`config.mk`:
```
export PLATFORM = sky130hd
export DESIGN_NAME = button_multi_click_detector
export DESIGN_NICKNAME = d
export VERILOG_FILES = /design/src/bmcd_pkg.sv /design/src/button_multi_click_detector.sv
export SDC_FILE = /design/constraint.sdc
export NUM_CORES = 2
export LEC_CHECK = 0
export BUFFER_PORTS_ARGS = -buffer_cell sky130_fd_sc_hd__buf_2
export CORE_ASPECT_RATIO = 1.4
export CORE_MARGIN = 5
export CORE_UTILIZATION = 35
export DETAILED_ROUTE_END_ITERATION = 16
export GPL_TIMING_DRIVEN = 0
export PLACE_DENSITY = 0.5
export SETUP_SLACK_MARGIN = 0.5
export SLEW_MARGIN = 10
export SYNTH_ARGS = -nofsm -noshare
export SYNTH_HDL_FRONTEND = slang
export SYNTH_SLANG_ARGS = --single-unit
```
`constraint.sdc`:
```
create_clock -name clk_i -period 23.4 [get_ports clk_i]
set_input_delay 1.17 -clock clk_i [delete_from_list [all_inputs] [get_ports clk_i]]
set_output_delay 1.17 -clock clk_i [all_outputs]
set_load 0.01 [all_outputs]
```
`src/bmcd_pkg.sv`:
```
// Shared types, constants and gesture indexes of the button gesture detector
package bmcd_pkg;

  // Default ring depth per button
  localparam int RING_DEPTH_DEF = 4;

  // Reset values of the configuration registers
  localparam logic [15:0] GAP_MS_RST  = 16'd500;
  localparam logic [15:0] LONG_MS_RST = 16'd800;

  typedef logic [31:0] time_t;
  typedef logic [15:0] dur_t;
  typedef logic [15:0] gap_t;
  typedef logic [1:0]  btn_t;

  // Configuration register indexes
  typedef enum logic [0:0] {
    CFG_GAP_MS  = 1'b0,
    CFG_LONG_MS = 1'b1
  } cfg_idx_e;

  // Buttons
  localparam int   NBTN      = 3;
  localparam btn_t BTN_CHEST = 2'd0;
  localparam btn_t BTN_LEFT  = 2'd1;
  localparam btn_t BTN_RIGHT = 2'd2;

  // Gestures, one report latch each
  localparam int NGST             = 11;
  localparam int GST_CHEST_LONG   = 0;
  localparam int GST_CHEST_SINGLE = 1;
  localparam int GST_CHEST_DOUBLE = 2;
  localparam int GST_CHEST_TRIPLE = 3;
  localparam int GST_CHEST_QUAD   = 4;
  localparam int GST_LEFT_LONG    = 5;
  localparam int GST_LEFT_SINGLE  = 6;
  localparam int GST_LEFT_DOUBLE  = 7;
  localparam int GST_RIGHT_LONG   = 8;
  localparam int GST_RIGHT_SINGLE = 9;
  localparam int GST_RIGHT_DOUBLE = 10;

  // Button whose ring a gesture watches
  function automatic btn_t gst_button(input int g);
    btn_t b;
    if (g <= GST_CHEST_QUAD) begin
      b = BTN_CHEST;
    end else if (g <= GST_LEFT_DOUBLE) begin
      b = BTN_LEFT;
    end else begin
      b = BTN_RIGHT;
    end
    return b;
  endfunction

endpackage

```
`src/button_multi_click_detector.sv`:
```
// Top level of the multi-click button gesture detector
//
//  channel  | handshake               | payload
//  ---------+-------------------------+---------------------------------------------
//  input    | in_valid_i / in_ready_o | time_ms_i, *_level_i, durations_valid_i,
//           |                         | *_duration_i
//  result   | out_valid_o/out_ready_i | chest/left/right gesture flags, save_images_o
//  config   | cfg_valid_i/cfg_ready_o | cfg_index_i, cfg_data_i (always ready)
//
// One tick per clock while results are taken: an input register feeds the ring update
// and gesture checks, which load the result register.
// Reset clears counts, levels, report latches, save flag and restores the registers;
// ring contents need no clearing since entries beyond the count are never used.
// A stalled result holds in the output register; in_ready_o drops only while both
// the input register and the output register are full and the result is not taken.
module button_multi_click_detector #(
  parameter int RING_DEPTH = bmcd_pkg::RING_DEPTH_DEF
) (
  input  logic        clk_i,
  input  logic        rst_ni,
  // configuration writes
  input  logic        cfg_valid_i,
  output logic        cfg_ready_o,
  input  logic [0:0]  cfg_index_i,
  input  logic [15:0] cfg_data_i,
  // input ticks
  input  logic        in_valid_i,
  output logic        in_ready_o,
  input  logic [31:0] time_ms_i,
  input  logic        chest_level_i,
  input  logic        left_level_i,
  input  logic        right_level_i,
  input  logic        durations_valid_i,
  input  logic [15:0] chest_duration_i,
  input  logic [15:0] left_duration_i,
  input  logic [15:0] right_duration_i,
  // results
  output logic        out_valid_o,
  input  logic        out_ready_i,
  output logic        chest_long_o,
  output logic        chest_single_o,
  output logic        chest_double_o,
  output logic        chest_triple_o,
  output logic        chest_quad_o,
  output logic        left_long_o,
  output logic        left_single_o,
  output logic        left_double_o,
  output logic        right_long_o,
  output logic        right_single_o,
  output logic        right_double_o,
  output logic        save_images_o
);

  localparam int CNT_W = $clog2(RING_DEPTH + 1);
  localparam int NBTN  = bmcd_pkg::NBTN;
  localparam int NGST  = bmcd_pkg::NGST;

  typedef logic [CNT_W-1:0] cnt_t;

  // Configuration registers
  bmcd_pkg::gap_t  gap_q;
  bmcd_pkg::dur_t  long_q;

  // Input register
  logic              s1_valid_q;
  bmcd_pkg::time_t   s1_time_q;
  logic [NBTN-1:0]   s1_lvl_q;
  logic              s1_dv_q;
  bmcd_pkg::dur_t    s1_dur_q [NBTN];

  // Press rings, newest entry at index 0
  bmcd_pkg::time_t   ring_time_q [NBTN][RING_DEPTH];
  bmcd_pkg::time_t   ring_time_d [NBTN][RING_DEPTH];
  bmcd_pkg::dur_t    ring_dur_q  [NBTN][RING_DEPTH];
  bmcd_pkg::dur_t    ring_dur_d  [NBTN][RING_DEPTH];
  cnt_t              ring_cnt_q  [NBTN];
  cnt_t              ring_cnt_d  [NBTN];
  logic [NBTN-1:0]   prior_q;
  logic [NBTN-1:0]   push;

  // Report latches and save flag
  bmcd_pkg::time_t   latch_q [NGST];
  bmcd_pkg::time_t   latch_d [NGST];
  logic              save_q;
  logic              save_d;
  logic [NGST-1:0]   hit;

  // Result register
  logic              out_valid_q;
  logic [NGST-1:0]   res_q;
  logic              save_out_q;

  logic              in_xfer;
  logic              adv;
  logic              fire;

  // Long press: newest press not yet reported and longer than the limit
  function automatic logic long_ok(
    input bmcd_pkg::dur_t  d [RING_DEPTH],
    input bmcd_pkg::time_t t [RING_DEPTH],
    input cnt_t            cnt,
    input bmcd_pkg::time_t mark,
    input bmcd_pkg::dur_t  lim
  );
    return (cnt != '0) && (mark != t[0]) && (d[0] > lim);
  endfunction

  // Group of n clicks: settled, tight inside, isolated from the next older press in the ring
  function automatic logic click_ok(
    input bmcd_pkg::time_t t [RING_DEPTH],
    input bmcd_pkg::dur_t  d [RING_DEPTH],
    input cnt_t            cnt,
    input int              n,
    input bmcd_pkg::time_t mark,
    input bmcd_pkg::time_t now,
    input bmcd_pkg::gap_t  gap,
    input bmcd_pkg::dur_t  lim
  );
    logic            ok;
    bmcd_pkg::time_t gap_w;
    gap_w = bmcd_pkg::time_t'(gap);
    ok    = (cnt >= cnt_t'(n)) && (mark != t[0]) && ((now - t[0]) >= gap_w);
    for (int i = 0; i < RING_DEPTH - 1; i++) begin
      if (i < n - 1) begin
        if (((t[i] - t[i+1]) > gap_w) || (d[i] > lim)) begin
          ok = 1'b0;
        end
      end else if ((i == n - 1) && (cnt > cnt_t'(n))) begin
        if (((t[i] - t[i+1]) < gap_w) || (d[i] > lim)) begin
          ok = 1'b0;
        end
      end
    end
    return ok;
  endfunction

  // Handshake control
  assign adv         = !out_valid_q || out_ready_i;
  assign fire        = s1_valid_q && adv;
  assign in_ready_o  = !s1_valid_q || adv;
  assign in_xfer     = in_valid_i && in_ready_o;
  assign cfg_ready_o = 1'b1;

  // Write configuration registers
  always_ff @(posedge clk_i or negedge rst_ni) begin
    if (!rst_ni) begin
      gap_q  <= bmcd_pkg::GAP_MS_RST;
      long_q <= bmcd_pkg::LONG_MS_RST;
    end else if (cfg_valid_i) begin
      case (bmcd_pkg::cfg_idx_e'(cfg_index_i))
        bmcd_pkg::CFG_GAP_MS:  gap_q  <= cfg_data_i;
        bmcd_pkg::CFG_LONG_MS: long_q <= cfg_data_i;
        default: ;
      endcase
    end
  end

  // Input register valid
  always_ff @(posedge clk_i or negedge rst_ni) begin
    if (!rst_ni) begin
      s1_valid_q <= 1'b0;
    end else if (in_xfer) begin
      s1_valid_q <= 1'b1;
    end else if (fire) begin
      s1_valid_q <= 1'b0;
    end
  end

  // Capture the tick payload
  always_ff @(posedge clk_i) begin
    if (in_xfer) begin
      s1_time_q                     <= time_ms_i;
      s1_lvl_q[bmcd_pkg::BTN_CHEST] <= chest_level_i;
      s1_lvl_q[bmcd_pkg::BTN_LEFT]  <= left_level_i;
      s1_lvl_q[bmcd_pkg::BTN_RIGHT] <= right_level_i;
      s1_dv_q                       <= durations_valid_i;
      s1_dur_q[bmcd_pkg::BTN_CHEST] <= chest_duration_i;
      s1_dur_q[bmcd_pkg::BTN_LEFT]  <= left_duration_i;
      s1_dur_q[bmcd_pkg::BTN_RIGHT] <= right_duration_i;
    end
  end

  // Push a falling edge with valid durations into its ring, dropping the oldest entry when full
  always_comb begin
    ring_time_d = ring_time_q;
    ring_dur_d  = ring_dur_q;
    ring_cnt_d  = ring_cnt_q;
    for (int b = 0; b < NBTN; b++) begin
      push[b] = s1_dv_q && prior_q[b] && !s1_lvl_q[b];
      if (push[b]) begin
        ring_time_d[b][0] = s1_time_q;
        ring_dur_d[b][0]  = s1_dur_q[b];
        for (int i = 1; i < RING_DEPTH; i++) begin
          ring_time_d[b][i] = ring_time_q[b][i-1];
          ring_dur_d[b][i]  = ring_dur_q[b][i-1];
        end
        if (ring_cnt_q[b] != cnt_t'(RING_DEPTH)) begin
          ring_cnt_d[b] = ring_cnt_q[b] + 1'b1;
        end
      end
    end
  end

  // Evaluate every gesture on the updated rings
  always_comb begin
    hit[bmcd_pkg::GST_CHEST_LONG] = long_ok(ring_dur_d[bmcd_pkg::BTN_CHEST],
      ring_time_d[bmcd_pkg::BTN_CHEST], ring_cnt_d[bmcd_pkg::BTN_CHEST],
      latch_q[bmcd_pkg::GST_CHEST_LONG], long_q);
    hit[bmcd_pkg::GST_CHEST_SINGLE] = click_ok(ring_time_d[bmcd_pkg::BTN_CHEST],
      ring_dur_d[bmcd_pkg::BTN_CHEST], ring_cnt_d[bmcd_pkg::BTN_CHEST], 1,
      latch_q[bmcd_pkg::GST_CHEST_SINGLE], s1_time_q, gap_q, long_q);
    hit[bmcd_pkg::GST_CHEST_DOUBLE] = click_ok(ring_time_d[bmcd_pkg::BTN_CHEST],
      ring_dur_d[bmcd_pkg::BTN_CHEST], ring_cnt_d[bmcd_pkg::BTN_CHEST], 2,
      latch_q[bmcd_pkg::GST_CHEST_DOUBLE], s1_time_q, gap_q, long_q);
    hit[bmcd_pkg::GST_CHEST_TRIPLE] = click_ok(ring_time_d[bmcd_pkg::BTN_CHEST],
      ring_dur_d[bmcd_pkg::BTN_CHEST], ring_cnt_d[bmcd_pkg::BTN_CHEST], 3,
      latch_q[bmcd_pkg::GST_CHEST_TRIPLE], s1_time_q, gap_q, long_q);
    hit[bmcd_pkg::GST_CHEST_QUAD] = click_ok(ring_time_d[bmcd_pkg::BTN_CHEST],
      ring_dur_d[bmcd_pkg::BTN_CHEST], ring_cnt_d[bmcd_pkg::BTN_CHEST], 4,
      latch_q[bmcd_pkg::GST_CHEST_QUAD], s1_time_q, gap_q, long_q);
    hit[bmcd_pkg::GST_LEFT_LONG] = long_ok(ring_dur_d[bmcd_pkg::BTN_LEFT],
      ring_time_d[bmcd_pkg::BTN_LEFT], ring_cnt_d[bmcd_pkg::BTN_LEFT],
      latch_q[bmcd_pkg::GST_LEFT_LONG], long_q);
    hit[bmcd_pkg::GST_LEFT_SINGLE] = click_ok(ring_time_d[bmcd_pkg::BTN_LEFT],
      ring_dur_d[bmcd_pkg::BTN_LEFT], ring_cnt_d[bmcd_pkg::BTN_LEFT], 1,
      latch_q[bmcd_pkg::GST_LEFT_SINGLE], s1_time_q, gap_q, long_q);
    hit[bmcd_pkg::GST_LEFT_DOUBLE] = click_ok(ring_time_d[bmcd_pkg::BTN_LEFT],
      ring_dur_d[bmcd_pkg::BTN_LEFT], ring_cnt_d[bmcd_pkg::BTN_LEFT], 2,
      latch_q[bmcd_pkg::GST_LEFT_DOUBLE], s1_time_q, gap_q, long_q);
    hit[bmcd_pkg::GST_RIGHT_LONG] = long_ok(ring_dur_d[bmcd_pkg::BTN_RIGHT],
      ring_time_d[bmcd_pkg::BTN_RIGHT], ring_cnt_d[bmcd_pkg::BTN_RIGHT],
      latch_q[bmcd_pkg::GST_RIGHT_LONG], long_q);
    hit[bmcd_pkg::GST_RIGHT_SINGLE] = click_ok(ring_time_d[bmcd_pkg::BTN_RIGHT],
      ring_dur_d[bmcd_pkg::BTN_RIGHT], ring_cnt_d[bmcd_pkg::BTN_RIGHT], 1,
      latch_q[bmcd_pkg::GST_RIGHT_SINGLE], s1_time_q, gap_q, long_q);
    hit[bmcd_pkg::GST_RIGHT_DOUBLE] = click_ok(ring_time_d[bmcd_pkg::BTN_RIGHT],
      ring_dur_d[bmcd_pkg::BTN_RIGHT], ring_cnt_d[bmcd_pkg::BTN_RIGHT], 2,
      latch_q[bmcd_pkg::GST_RIGHT_DOUBLE], s1_time_q, gap_q, long_q);
  end

  // Latch the newest press time of every reported gesture; toggle save on chest double
  always_comb begin
    latch_d = latch_q;
    for (int g = 0; g < NGST; g++) begin
      if (hit[g]) begin
        latch_d[g] = ring_time_d[bmcd_pkg::gst_button(g)][0];
      end
    end
    save_d = save_q ^ hit[bmcd_pkg::GST_CHEST_DOUBLE];
  end

  // Advance ring contents
  always_ff @(posedge clk_i) begin
    if (fire) begin
      ring_time_q <= ring_time_d;
      ring_dur_q  <= ring_dur_d;
    end
  end

  // Advance control state
  always_ff @(posedge clk_i or negedge rst_ni) begin
    if (!rst_ni) begin
      for (int b = 0; b < NBTN; b++) begin
        ring_cnt_q[b] <= '0;
      end
      for (int g = 0; g < NGST; g++) begin
        latch_q[g] <= '0;
      end
      prior_q <= '0;
      save_q  <= 1'b0;
    end else if (fire) begin
      ring_cnt_q <= ring_cnt_d;
      latch_q    <= latch_d;
      prior_q    <= s1_lvl_q;
      save_q     <= save_d;
    end
  end

  // Result register valid and save flag copy
  always_ff @(posedge clk_i or negedge rst_ni) begin
    if (!rst_ni) begin
      out_valid_q <= 1'b0;
      save_out_q  <= 1'b0;
    end else if (fire) begin
      out_valid_q <= 1'b1;
      save_out_q  <= save_d;
    end else if (out_ready_i) begin
      out_valid_q <= 1'b0;
    end
  end

  // Hold gesture flags until the next result loads
  always_ff @(posedge clk_i) begin
    if (fire) begin
      res_q <= hit;
    end
  end

  assign out_valid_o    = out_valid_q;
  assign chest_long_o   = res_q[bmcd_pkg::GST_CHEST_LONG];
  assign chest_single_o = res_q[bmcd_pkg::GST_CHEST_SINGLE];
  assign chest_double_o = res_q[bmcd_pkg::GST_CHEST_DOUBLE];
  assign chest_triple_o = res_q[bmcd_pkg::GST_CHEST_TRIPLE];
  assign chest_quad_o   = res_q[bmcd_pkg::GST_CHEST_QUAD];
  assign left_long_o    = res_q[bmcd_pkg::GST_LEFT_LONG];
  assign left_single_o  = res_q[bmcd_pkg::GST_LEFT_SINGLE];
  assign left_double_o  = res_q[bmcd_pkg::GST_LEFT_DOUBLE];
  assign right_long_o   = res_q[bmcd_pkg::GST_RIGHT_LONG];
  assign right_single_o = res_q[bmcd_pkg::GST_RIGHT_SINGLE];
  assign right_double_o = res_q[bmcd_pkg::GST_RIGHT_DOUBLE];
  assign save_images_o  = save_out_q;

endmodule

```
==> After elaboration in Yosys (flattened, before gate mapping) <==
Memories as Yosys holds them, arrays and structs flattened.
Cells that the tools add are included.
{ "totals": {"register_bits": 1022, "latchBits": 0, "ram_bits": 48, "mem_bits_ro": 0, "in_bits": 106, "output_inout_bits": 15, "memories": 1} }
{ "memory_table": {"columns": ["name", "depth", "word_bits", "read_ports", "rd_ports_with_merged_regs", "write_ports", "line", "source"], "rows": [
  ["s1_dur_q", 3, 16, 3, 0, 3, "button_multi_click_detector.sv:69", "bmcd_pkg::dur_t s1_dur_q [NBTN];"]
]} }
{ "op_classes": {"n_addsub": 13, "n_mul": 0, "n_div": 0, "magnitude_cmp": 48, "n_eq_ne": 14, "n_shift": 0, "n_mux": 84, "bitwise": 13, "reduce_logical": 70} }
{ "ops": {"columns": ["operator", "count"], "rows": [
  ["$mux 128", 25],
  ["$bmux 128 s2", 11],
  ["$ne 32x32->1", 11],
  ["$sub 32x32->32", 10],
  ["$lt 32x16->1", 7],
  ["$mux 64", 3],
  ["$gt 32x16->1", 5],
  ["$gt 16x16->1", 7],
  ["$ge 32x16->1", 3],
  ["$ge 3x3->1 const B", 12],
  ["$not 2->3", 11],
  ["$reduce_and 2->1", 16],
  ["$logic_and 1x1->1", 30],
  ["$mux 1", 28],
  ["$mux 2", 11],
  ["$mux 3", 6],
  ["$logic_or 1x1->1", 14],
  ["$ge 3x2->1 const B", 4],
  ["$gt 3x2->1 const B", 4],
  ["$add 3x1->3 const B", 3],
  ["$ge 3x1->1 const B", 3],
  ["$gt 3x1->1 const B", 3],
  ["$ne 3x3->1 const B", 3],
  ["$reduce_bool 3->1", 3],
  ["4 further kinds", 9]
]} }

==> Longest topological paths before layout <==
{ "depth": {"word_depth": 15, "ltp_mapped": 36, "ltp_nobuf": 29} }

==> Worst setup path before layout <==
Ideal clock, no wire load.
{ "synth_timing": {"kind": "input port to flip-flop", "start": "in out_ready_i", "end": "reg latch_q[1] in the netlist's numbering", "setup_ns": 0.128, "arrival_ns": 16.850, "t_required_ns": 23.272, "slack_ns": 6.423, "cell_stages": 7, "path_buffers": 2, "cell_sequence": "nand2b_1 -> nand2_1 -> inv_1 -> clkbuf_1 -> nand4_1 -> buf_2 -> mux2_1"} }
{ "synth_via": {"elab_chain_cells": 3} }
{ "synth_lines": {"columns": ["element", "line", "source"], "rows": [
  ["from (decl)", "button_multi_click_detector.sv:39", "input logic out_ready_i,"],
  ["$logic_or 1x1->1", "button_multi_click_detector.sv:138", "assign adv = !out_valid_q || out_ready_i;"],
  ["$logic_and 1x1->1", "button_multi_click_detector.sv:139", "assign fire = s1_valid_q && adv;"],
  ["via fire", "button_multi_click_detector.sv:95", "logic fire;"],
  ["$reduce_and 2->1 (no source line)", null, null],
  ["to (signal assigned)", "button_multi_click_detector.sv:273", "latch_q <= latch_d;"],
  ["to (decl)", "button_multi_click_detector.sv:82", "bmcd_pkg::time_t latch_q [NGST];"]
]} }
The timed path passes the listed nets, and every way through them passes these cells.
A chain may end at the register's enable or synchronous reset.

==> impl_metrics.env <==
export IMPL_result_of_the_run="finished clean"
export IMPL_static_leakage_power_nw=32.7
export IMPL_timing_final_max_slew_violations=0
export IMPL_remaining_drc_errors=0
export IMPL_worst_hold_path_type="primary input to async pin"
export IMPL_finalWirelength_um=270000
export IMPL_timing_slew_headroom=0.0612
export IMPL_power_frac_clock=0.239
export IMPL_portBuffers=119
export IMPL_initial_antenna_violation_count=17
export IMPL_die_area_um2=203000
export IMPL_comb_power_share=0.443
export IMPL_layout_cell_area_non_filler_um2=75900
export IMPL_syn2layout_area_growth_pct=11.6
export IMPL_setup_total_negative_slack_ns=0
export IMPL_core_area_um2=193000
export IMPL_routed_via_density=5.67
export IMPL_ys_async_sr_fraction=0.431
export IMPL_clock_transition_at_the_register_clock_pins_on_the_worst_setup_and_hold_paths_after_cts_ns=0.06
export IMPL_critical_path_buf_inv_count=9
export IMPL_post_place_cells=9923
export IMPL_synth_seq_area_share=0.380
export IMPL_ys_ff_latch=926
export IMPL_internal_power_mw=4.24
export IMPL_drive_above_1_share=0.0938
export IMPL_first_global_vias=57400
export IMPL_grt_pass1_wl_um=388000
export IMPL_final_common_cell="nand2_1"
export IMPL_dp_hpwl_um=210000
export IMPL_final_period_utilization=0.499
export IMPL_die_y_um=532
export IMPL_syn_avg_cell_area_um2=9.36
export IMPL_ctsHoldBuffers=0
export IMPL_rows=191
export IMPL_route_vias_total=57400
export IMPL_instances_no_fill=10100
export IMPL_setup_violations=0
export IMPL_sw_frac_of_total=0.405
export IMPL_netSwitchingPower_mw=2.89
export IMPL_finalCriticalPeriod_ns=11.69
export IMPL_slew_at_the_pin_closest_to_its_max_slew_limit_ns=1.41
export IMPL_postRouteAntennaNets=0
export IMPL_power_sequential_fraction=0.318
export IMPL_post_cts_repair_setup_buffers=0
export IMPL_clock_tree_buffer_depth=3
export IMPL_power_density_nw_per_um2=93.8
export IMPL_gpl_final_weighted_congestion=0.971
export IMPL_maximum_number_of_pins_on_one_net_before_global_route_repair=101
export IMPL_design_portCount=121
export IMPL_final_net_count=8174
export IMPL_dpl_cell_area_um2=72500
export IMPL_htreeDepth=3
export IMPL_layout_common_cells="1,040 x nand2_1, 548 x ha_1, 527 x edfxtp_1"
export IMPL_timing_critical_path_mode_cell="clkbuf_1"
export IMPL_nFillCells=19400
export IMPL_postSynthCellCount=7266
export IMPL_critPathLaunchType="flop"
export IMPL_grt_overflow_total=0
export IMPL_fin_hold_ws_ns=0.321
export IMPL_detailed_route_iter0_violations=4058
export IMPL_worstPathRequired_ns=24.03
export IMPL_numCtsBuffers=101
export IMPL_critical_path_max_fanout=10
export IMPL_detail_route_wl_per_cell_um=26.6
export IMPL_final_hold_violation_count=0
export IMPL_timing_critical_path_to_type="flop"
export IMPL_crit_type="flop to flop"
export IMPL_grt_setup_unrepaired="no"
export IMPL_clock_latency_ns=0.76
export IMPL_clock_sinks=926
export IMPL_category_of_cells_accounting_for_the_largest_share_of_critical_path_delay="buffers and inverters"
export IMPL_worst_path_max_delay_cell="clkbuf_1"
export IMPL_global_route_usage_total=0.256
export IMPL_worst_ep_arrival_time_ns=12.32
export IMPL_synth_distinct_cells=106
export IMPL_synth_edff_count=527
export IMPL_yosys_most_used_dff="edfxtp_1"
export IMPL_floorplan_die_width_um=383
export IMPL_synth_cell_area_um2=68000
export IMPL_irDropWorstVdd_mv=0.0605
export IMPL_worst_clock_skew_ns=0.0320
export IMPL_clock_tree_from_tritoncts="done"
export IMPL_timing_max_cap_violations=0
export IMPL_clk_root_buffer_cell="clkbuf_16"
export IMPL_fmaxAchievable_ghz=0.0856
export IMPL_yosys_warnings=0
export IMPL_initial_util=0.352
export IMPL_cts_repair_resized=0
export IMPL_worst_path_largest_cell_delay_ns=0.79
export IMPL_detail_route_first_pass_iterations=8
export IMPL_synth_net_count=7923
state kept, by name, indices dropped and copies added, names as in the netlist:
register / cells
latch_q: 352
ring_time_q: 320
ring_dur_q: 112
s1_dur_q: 48
s1_time_q: 32
gap_q: 16
long_q: 16
res_q: 11
ring_cnt_q: 9
prior_q: 3
s1_lvl_q: 3
out_valid_o: 1
s1_dv_q: 1
s1_valid_q: 1
save_q: 1
worst register-to-register path, delay by kind of cell, from the launching register on:
kind                     cells  cell delay, ns
AO/OA/AOI/OAI               12            2.74
XOR/XNOR                     1            0.08
adder cells (fa/ha/maj)      2            0.40
buffers and inverters        9            4.66
flip-flops                   1            0.39
multiplexers                 1            0.38
AND/OR/NAND/NOR              9            2.92
power groups by stage:
stage	clock network [mW]	registers [mW]	logic [mW]
after CTS	1.75	2.26	3.14
after floorplan	0	2.26	2.18
final	1.71	2.26	3.15
after detailed placement	0	2.29	3.12
after global routing	1.80	2.29	3.45
after global placement	0	2.35	3.06
Yosys cell counts, drive strengths merged (33+ instances only):
library cell  count  area [µm²]
a211oi           60         460
a21o            208        1560
a21oi           499        2500
a31oi            61         388
and3             33         206
buf              95         499
clkbuf          196         738
clkinv           36         135
dfrtp           390        9760
edfxtp          527       15800
ha              548        6860
inv             421        1580
mux2            293        3300
mux2i           213        2130
nand2          1040        3900
nand2b           66         413
nand3            98         490
nand4           167        1040
nor2            377        1420
nor2b            92         576
nor3             74         375
nor4            100         662
o211ai           45         343
o21a             93         698
o21ai           316        1580
o21bai           51         383
o22ai            33         219
o31ai            34         260
xnor2           466        4080
xor2            137        1200
worst paths after layout:
check                        start      endpoint  slack (ns)  cells past startpoint
setup reg to reg           s1_dv_q    latch_q[7]       11.71                     34
setup / recovery           s1_dv_q    latch_q[7]       11.71                     34
hold / removal              rst_ni  latch_q[147]        0.32                      1
min in group clk_i          save_q        save_q        0.47                      1
hold reg to reg             save_q        save_q        0.47                      1
max in group asynchronous   rst_ni   latch_q[45]       21.69                      3
logic make-up (layout without fill, tap and decap cells):
kind of cell    count (synthesis)  in the layout  synth area share
buf+inv                       748           1086            0.0434
flops                         926            926             0.380
simple gates                 2246           2246             0.156
other cells                     1             11         0.0000551
mux                           506            506            0.0798
xor+xnor                      603            603            0.0776
compound gates               1669           1669             0.159
fa+ha+maj                     567            567             0.104
stage by stage:
stage / utilization / power, mW / worst slack (ns)
4_1_cts: 0.393 / 7.14 / 11.69
3_5_place_dp: 0.375 / 5.41 / 11.73
6_report: 0.393 / 7.12 / 11.71
5_1_grt: 0.393 / 7.55 / 11.14
3_3_place_gp: 0.371 / 5.40 / -3.58
2_1_floorplan: - / 4.43 / 6.42
cell type report:
cell class	count	area, µm²	share of cell area
diodes	10	25.0	0.000329
flip-flops and latches	926	25800	0.340
clock inverters	53	548	0.00722
multi-input cells	5592	39300	0.518
well taps	2509	3140	0.0413
repair buffers	148	1270	0.0167
plain buffers	291	1250	0.0164
inverters	457	1720	0.0226
clock buffers	137	2880	0.0379
per-layer routing:
metal,GRT usage,vias to the layer above,share of wire
met4,0.148,4,0.067
li1,-,26900,-
met5,0,-,0.000070
met1,0.300,28300,0.39
met3,0.0315,565,0.049
met2,0.449,1740,0.49
Note: power is estimated with default switching activity, not from simulation.
